### src/rtl/core/scs_pkg.sv
// Types, codes and helper functions shared by the sink cell screen modules.
package scs_pkg;

	typedef enum logic [1:0] {
		RSN_PASS  = 2'd0,
		RSN_BELOW = 2'd1,
		RSN_SMALL = 2'd2,
		RSN_JEANS = 2'd3
	} reason_t;

	localparam logic [1:0] MODE_HYDRO = 2'd0;
	localparam logic [1:0] MODE_MHD   = 2'd1;
	localparam logic [1:0] MODE_INT   = 2'd2;

	// Per-item results of the threshold and mass tests.
	typedef struct packed {
		logic        below;
		logic        mass_low;
		logic [31:0] mass;
		logic [31:0] remain;
	} ctx_t;

	typedef struct packed {
		ctx_t               ctx;
		logic [31:0]        rho;
		logic signed [31:0] tot;
		logic signed [31:0] intl;
		logic [46:0]        kin;
		logic [63:0]        sumb;
		logic               movf;
	} front_t;

	typedef struct packed {
		ctx_t               ctx;
		logic [31:0]        rho;
		logic signed [31:0] tot;
		logic signed [31:0] intl;
		logic [46:0]        kin;
		logic               movf;
	} mag_sb_t;

	typedef struct packed {
		ctx_t ctx;
		logic e_neg;
		logic e_zero;
		logic jovf;
	} jsb_t;

	function automatic logic [31:0] sat_max(input int dw);
		if (dw >= 32) begin
			return 32'hFFFF_FFFF;
		end
		return 32'((64'd1 << dw) - 64'd1);
	endfunction

endpackage

### src/rtl/core/scs_div.sv
// Pipelined restoring divider, one quotient bit per stage, with a sideband word.
module scs_div import scs_pkg::*; #(
	parameter int QW   = 32,
	parameter int DW   = 32,
	parameter int SB_W = 1
) (
	input  logic            clk,
	input  logic            arst_n,
	input  logic            en,
	input  logic            in_valid,
	input  logic [DW-1:0]   num_hi,
	input  logic [QW-1:0]   num_lo,
	input  logic [DW-1:0]   den,
	input  logic [SB_W-1:0] sb_in,
	output logic            out_valid,
	output logic [QW-1:0]   quot,
	output logic [SB_W-1:0] sb_out
);

	logic            v_s   [QW];
	logic [DW-1:0]   rem_s [QW];
	logic [QW-1:0]   lo_s  [QW];
	logic [DW-1:0]   den_s [QW];
	logic [SB_W-1:0] sb_s  [QW];

	for (genvar k = 0; k < QW; k++) begin : g_stage
		logic            p_v;
		logic [DW-1:0]   p_rem;
		logic [QW-1:0]   p_lo;
		logic [DW-1:0]   p_den;
		logic [SB_W-1:0] p_sb;
		logic [DW:0]     trial;
		logic [DW:0]     diff;
		logic            ge;

		if (k == 0) begin : g_first
			assign p_v   = in_valid;
			assign p_rem = num_hi;
			assign p_lo  = num_lo;
			assign p_den = den;
			assign p_sb  = sb_in;
		end else begin : g_next
			assign p_v   = v_s[k-1];
			assign p_rem = rem_s[k-1];
			assign p_lo  = lo_s[k-1];
			assign p_den = den_s[k-1];
			assign p_sb  = sb_s[k-1];
		end

		// The remainder stays below the divisor, so the trial fits one bit more.
		assign trial = {p_rem, p_lo[QW-1]};
		assign diff  = trial - {1'b0, p_den};
		assign ge    = trial >= {1'b0, p_den};

		always_ff @(posedge clk or negedge arst_n) begin
			if (!arst_n) begin
				v_s[k] <= 1'b0;
			end else if (en) begin
				v_s[k] <= p_v;
			end
		end

		always_ff @(posedge clk) begin
			if (en) begin
				rem_s[k] <= ge ? diff[DW-1:0] : trial[DW-1:0];
				lo_s[k]  <= {p_lo[QW-2:0], ge};
				den_s[k] <= p_den;
				sb_s[k]  <= p_sb;
			end
		end
	end

	assign out_valid = v_s[QW-1];
	assign quot      = lo_s[QW-1];
	assign sb_out    = sb_s[QW-1];

endmodule

### config.mk
export PLATFORM = sky130hd
export DESIGN_NAME = scs_div
export DESIGN_NICKNAME = d
export VERILOG_FILES = /design/src/rtl/core/scs_pkg.sv /design/src/rtl/core/scs_div.sv
export SDC_FILE = /design/constraint.sdc
export NUM_CORES = 2
export LEC_CHECK = 0
export BUFFER_PORTS_ARGS = -buffer_cell sky130_fd_sc_hd__buf_2
export CELL_PAD_IN_SITES_DETAIL_PLACEMENT = 1
export CELL_PAD_IN_SITES_GLOBAL_PLACEMENT = 1
export CORE_UTILIZATION = 25
export CTS_BUF_LIST = sky130_fd_sc_hd__clkbuf_4 sky130_fd_sc_hd__clkbuf_8 sky130_fd_sc_hd__clkbuf_16
export DETAILED_ROUTE_END_ITERATION = 16
export HOLD_SLACK_MARGIN = 0.15
export PLACE_DENSITY = 0.54
export SLEW_MARGIN = 20
export SYNTH_ARGS = -nofsm -noshare
export SYNTH_HDL_FRONTEND = slang
export SYNTH_SLANG_ARGS = --single-unit
### constraint.sdc
create_clock -name clk -period 3.6 [get_ports clk]
set_clock_uncertainty 0.15 [all_clocks]
set_input_delay 0.54 -clock clk [delete_from_list [all_inputs] [get_ports clk]]
set_output_delay 0.54 -clock clk [all_outputs]
set_load 0.01 [all_outputs]
==> results_dict.tcl <==
set metrics [dict create \
    totalWireLength_um 424800 \
    path_max_fanout 8 \
    placed_area_um2 181000 \
    row_count 290 \
    drive_above_1_share 0.2433 \
    yosysMostFrequentCell "edfxtp_1" \
    setup_viol 309 \
    die_w_um 793.8 \
    clkSinkCount 3072 \
    grt.total_usage 0.1307 \
    synth.distinct_cells 97 \
    status "complete, but fails checks" \
    synth_top_area_frac 0.5825 \
    cts_made_buffers 372 \
    drt-initial-drc-count 4775 \
    cp-end-kind "register" \
    synth_fp_nets 13929 \
    drv_cap 0 \
    nets 16328 \
    cts_buffer_depth 4 \
    die_h_um 793.8 \
    slew_headroom 0.4684 \
    ys_seq_area_frac 0.5876 \
    fmax_mhz 256.1 \
    die_area_um2 630100 \
    synth_ff_type "edfxtp_1" \
    tightest_slew_ns 0.7913 \
    seqCellArea_um2 92090 \
    crit_path_start_kind "register" \
    slew_violations 0 \
    initial_core_util 0.2511 \
    rsz0062_at_grt "true" \
    hold_path.class "reg -> reg" \
    grt_pass1_wl_um 658400 \
    ir_worst_vdd_v 0.0004045 \
    dpl.hpwl_um 314100 \
    fin_util 0.3228 \
    dr.pass1.iters 5 \
    finalCriticalPeriod_ns 3.905 \
    portBuffers 134 \
    finalInstanceArea_um2 201400 \
    fp.coreArea_um2 624100 \
    synth-seq-cells 3072 \
    grt_max_degree 118 \
    syn_to_final_growth_pct 28.54 \
    clk_latency_ns 1.01 \
    violations "negative setup slack" \
    clk_pin_slew_ns 0.06 \
    synthCells 12773 \
    vias 105380 \
    cp_data_required_time_ns 4.21 \
    overflow 0 \
    synth_area_um2 156700 \
    ant_nets 0 \
    fillCellCount 68050 \
    cts_tree "built" \
    final_cells 23808 \
    grt_pass1_vias 112637 \
    htree_levels 5 \
    setup_slack_ns -0.3054 \
    crit_arrival_ns 4.52 \
    post-route-period-util 1.085 \
    gp_congestion 0.8487 \
    crit_type "reg -> reg" \
    post_drt_wl_per_cell_um 17.84 \
    multi_input_area_um2 61670 \
    dp.cells 22687 \
    drc_errors 0 \
    syn-mean-instance-area_um2 12.27 \
    clock-root-buffer "clkbuf_16" \
    io_pins 135 \
    synth_common_cells "3040 x edfxtp_1, 1288 x inv_1, 1024 x ha_1" \
    synth_area_leaders "edfxtp_1 58%, ha_1 8.2%, mux2_2 3.4%, a21oi_1 3.1%, inv_1 3.1%" \
    power.density_nw_per_um2 913.5 \
    leakagePower_nw 81.91 \
    ys_warn_count 0 \
    synth_edf_count 3040 \
    via_per_inst 4.426 \
    synth_top_cell_by_area "edfxtp_1" \
    antenna_found_initial 12 \
    hold_violations 0 \
    pre_cts_slack_ns -0.7532 \
    synth-async-reset-ratio 0.01042 \
]
==> kinds of logic (layout without fill, tap and decap cells) <==
| kind of cell | count (synthesis) | count (layout) | synth area share |
|---|---|---|---|
| flip-flops | 3072 | 3072 | 0.5876 |
| AND/OR/NAND/NOR | 2536 | 2536 | 0.07689 |
| other | 0 | 6 | 0 |
| buffers and inverters | 1580 | 4287 | 0.03868 |
| adder cells (fa/ha/maj) | 1055 | 1055 | 0.08571 |
| XOR/XNOR | 852 | 852 | 0.04761 |
| multiplexers | 521 | 521 | 0.03719 |
| AO/OA/AOI/OAI | 3157 | 3157 | 0.1263 |
==> final cells by class <==
cell class / instances / area share
Inverter: 1288 / 0.02402
Tap cell: 8322 / 0.05169
Multi-Input combinational cell: 8121 / 0.3061
Clock inverter: 230 / 0.01210
Clock buffer: 452 / 0.05012
Timing Repair Buffer: 2317 / 0.09872
Antenna cell: 6 / 0.00007453
Sequential cell: 3072 / 0.4571
==> critical path, cell delays in order, from the launching register on <==
cell and delay, ns:
edfxtp_1 0.42, inv_2 0.11, ha_4 0.20, nor2b_4 0.12, o31a_1 0.31, nor3_2 0.25, o211ai_1 0.20, o21ai_2 0.24
a21oi_2 0.11, a21o_1 0.22, a21o_1 0.17, a211o_1 0.32, a21oi_4 0.21, buf_12 0.16, buf_12 0.15, mux2_4 0.30
==> routing by layer <==
metal  GRT usage  share of wire  routed length (um)
met5           0       0.000064                  27
met1      0.1592           0.43              184300
met3     0.01533          0.027               11420
met2      0.2408           0.51              215400
met4     0.03910          0.032               13690
==> power breakdown <==
part / switching, mW / total (mW) / internal (mW)
clock network: 15.4 / 38.3 / 22.9
logic: 44.4 / 88.2 / 43.9
registers: 5.83 / 57.4 / 51.6
==> worst paths after layout <==
check	startpoint	to	slack [ns]	cells past startpoint
min in group asynchronous	arst_n	g_stage[31].p_v	0.54	4
hold reg to reg	lo_s[6][20]	lo_s[6][53]	0.18	0
max in group asynchronous	arst_n	g_stage[11].p_v	2.59	4
hold / removal	lo_s[6][20]	lo_s[6][53]	0.18	0
setup reg to reg	den_s[10][1]	rem_s[0][366]	-0.31	15
setup / recovery	den_s[10][1]	rem_s[0][366]	-0.31	15
==> flip-flops by register name, indices dropped and copies added (netlist names) <==
| name | count |
|---|---|
| lo_s | 1024 |
| g_stage.p_v | 31 |
| rem_s | 992 |
| out_valid | 1 |
| den_s | 992 |
| sb_s | 32 |
==> cell usage in the layout, fill, tap and decap left out, types with 40 or more instances in the layout <==
cell type / synthesis / layout
o21bai_1: 132 / 126
a21o_1: 523 / 521
and3_1: 94 / 93
clkbuf_4: 0 / 68
mux2_2: 479 / 439
a21oi_1: 972 / 906
bufinv_16: 0 / 40
dlygate4sd3_1: 0 / 177
buf_4: 7 / 1816
inv_1: 1288 / 1273
buf_12: 0 / 103
o21ai_0: 761 / 648
nor2_1: 589 / 563
and2_1: 47 / 43
clkinv_2: 0 / 60
clkinv_1: 0 / 77
mux2_4: 2 / 45
nand3_1: 183 / 180
clkbuf_16: 0 / 386
nand2_1: 860 / 825
o21ai_2: 4 / 41
xor2_1: 353 / 353
nor3_1: 124 / 113
nor2b_1: 147 / 132
a21oi_2: 2 / 56
o21a_1: 109 / 108
a211oi_1: 60 / 53
a31oi_1: 104 / 79
edfxtp_1: 3040 / 3040
xnor2_1: 499 / 499
nand4_1: 172 / 172
o21ai_1: 16 / 83
buf_2: 57 / 134
o31ai_1: 68 / 48
ha_1: 1024 / 977
nand2b_1: 112 / 111
==> what timing repair did <==
action / 4_1_cts / 5_1_grt
cloned: 43 / 4
pin swaps: 298 / 88
hold buffers: 178 / 1
resized for setup: 673 / 118
buffers inserted: 202 / 26
setup endpoints to repair: 949 / 961
hold endpoints to repair: 429 / 1
==> metrics by stage <==
| stage | TNS (ns) | total power, mW | hold WS [ns] |
|---|---|---|---|
| after global routing | -142.69 | 196.5 | 0.1964 |
| after floorplan | 0 | 105.9 | 0.09441 |
| final | -28.12 | 184.0 | 0.1808 |
| after global placement | -169.54 | 136.5 | 0.2502 |
| after CTS | -40.07 | 185.8 | 0.1545 |
| after detailed placement | -205.62 | 137.6 | 0.2552 |
No activity file was read; power rests on OpenSTA's default activity.
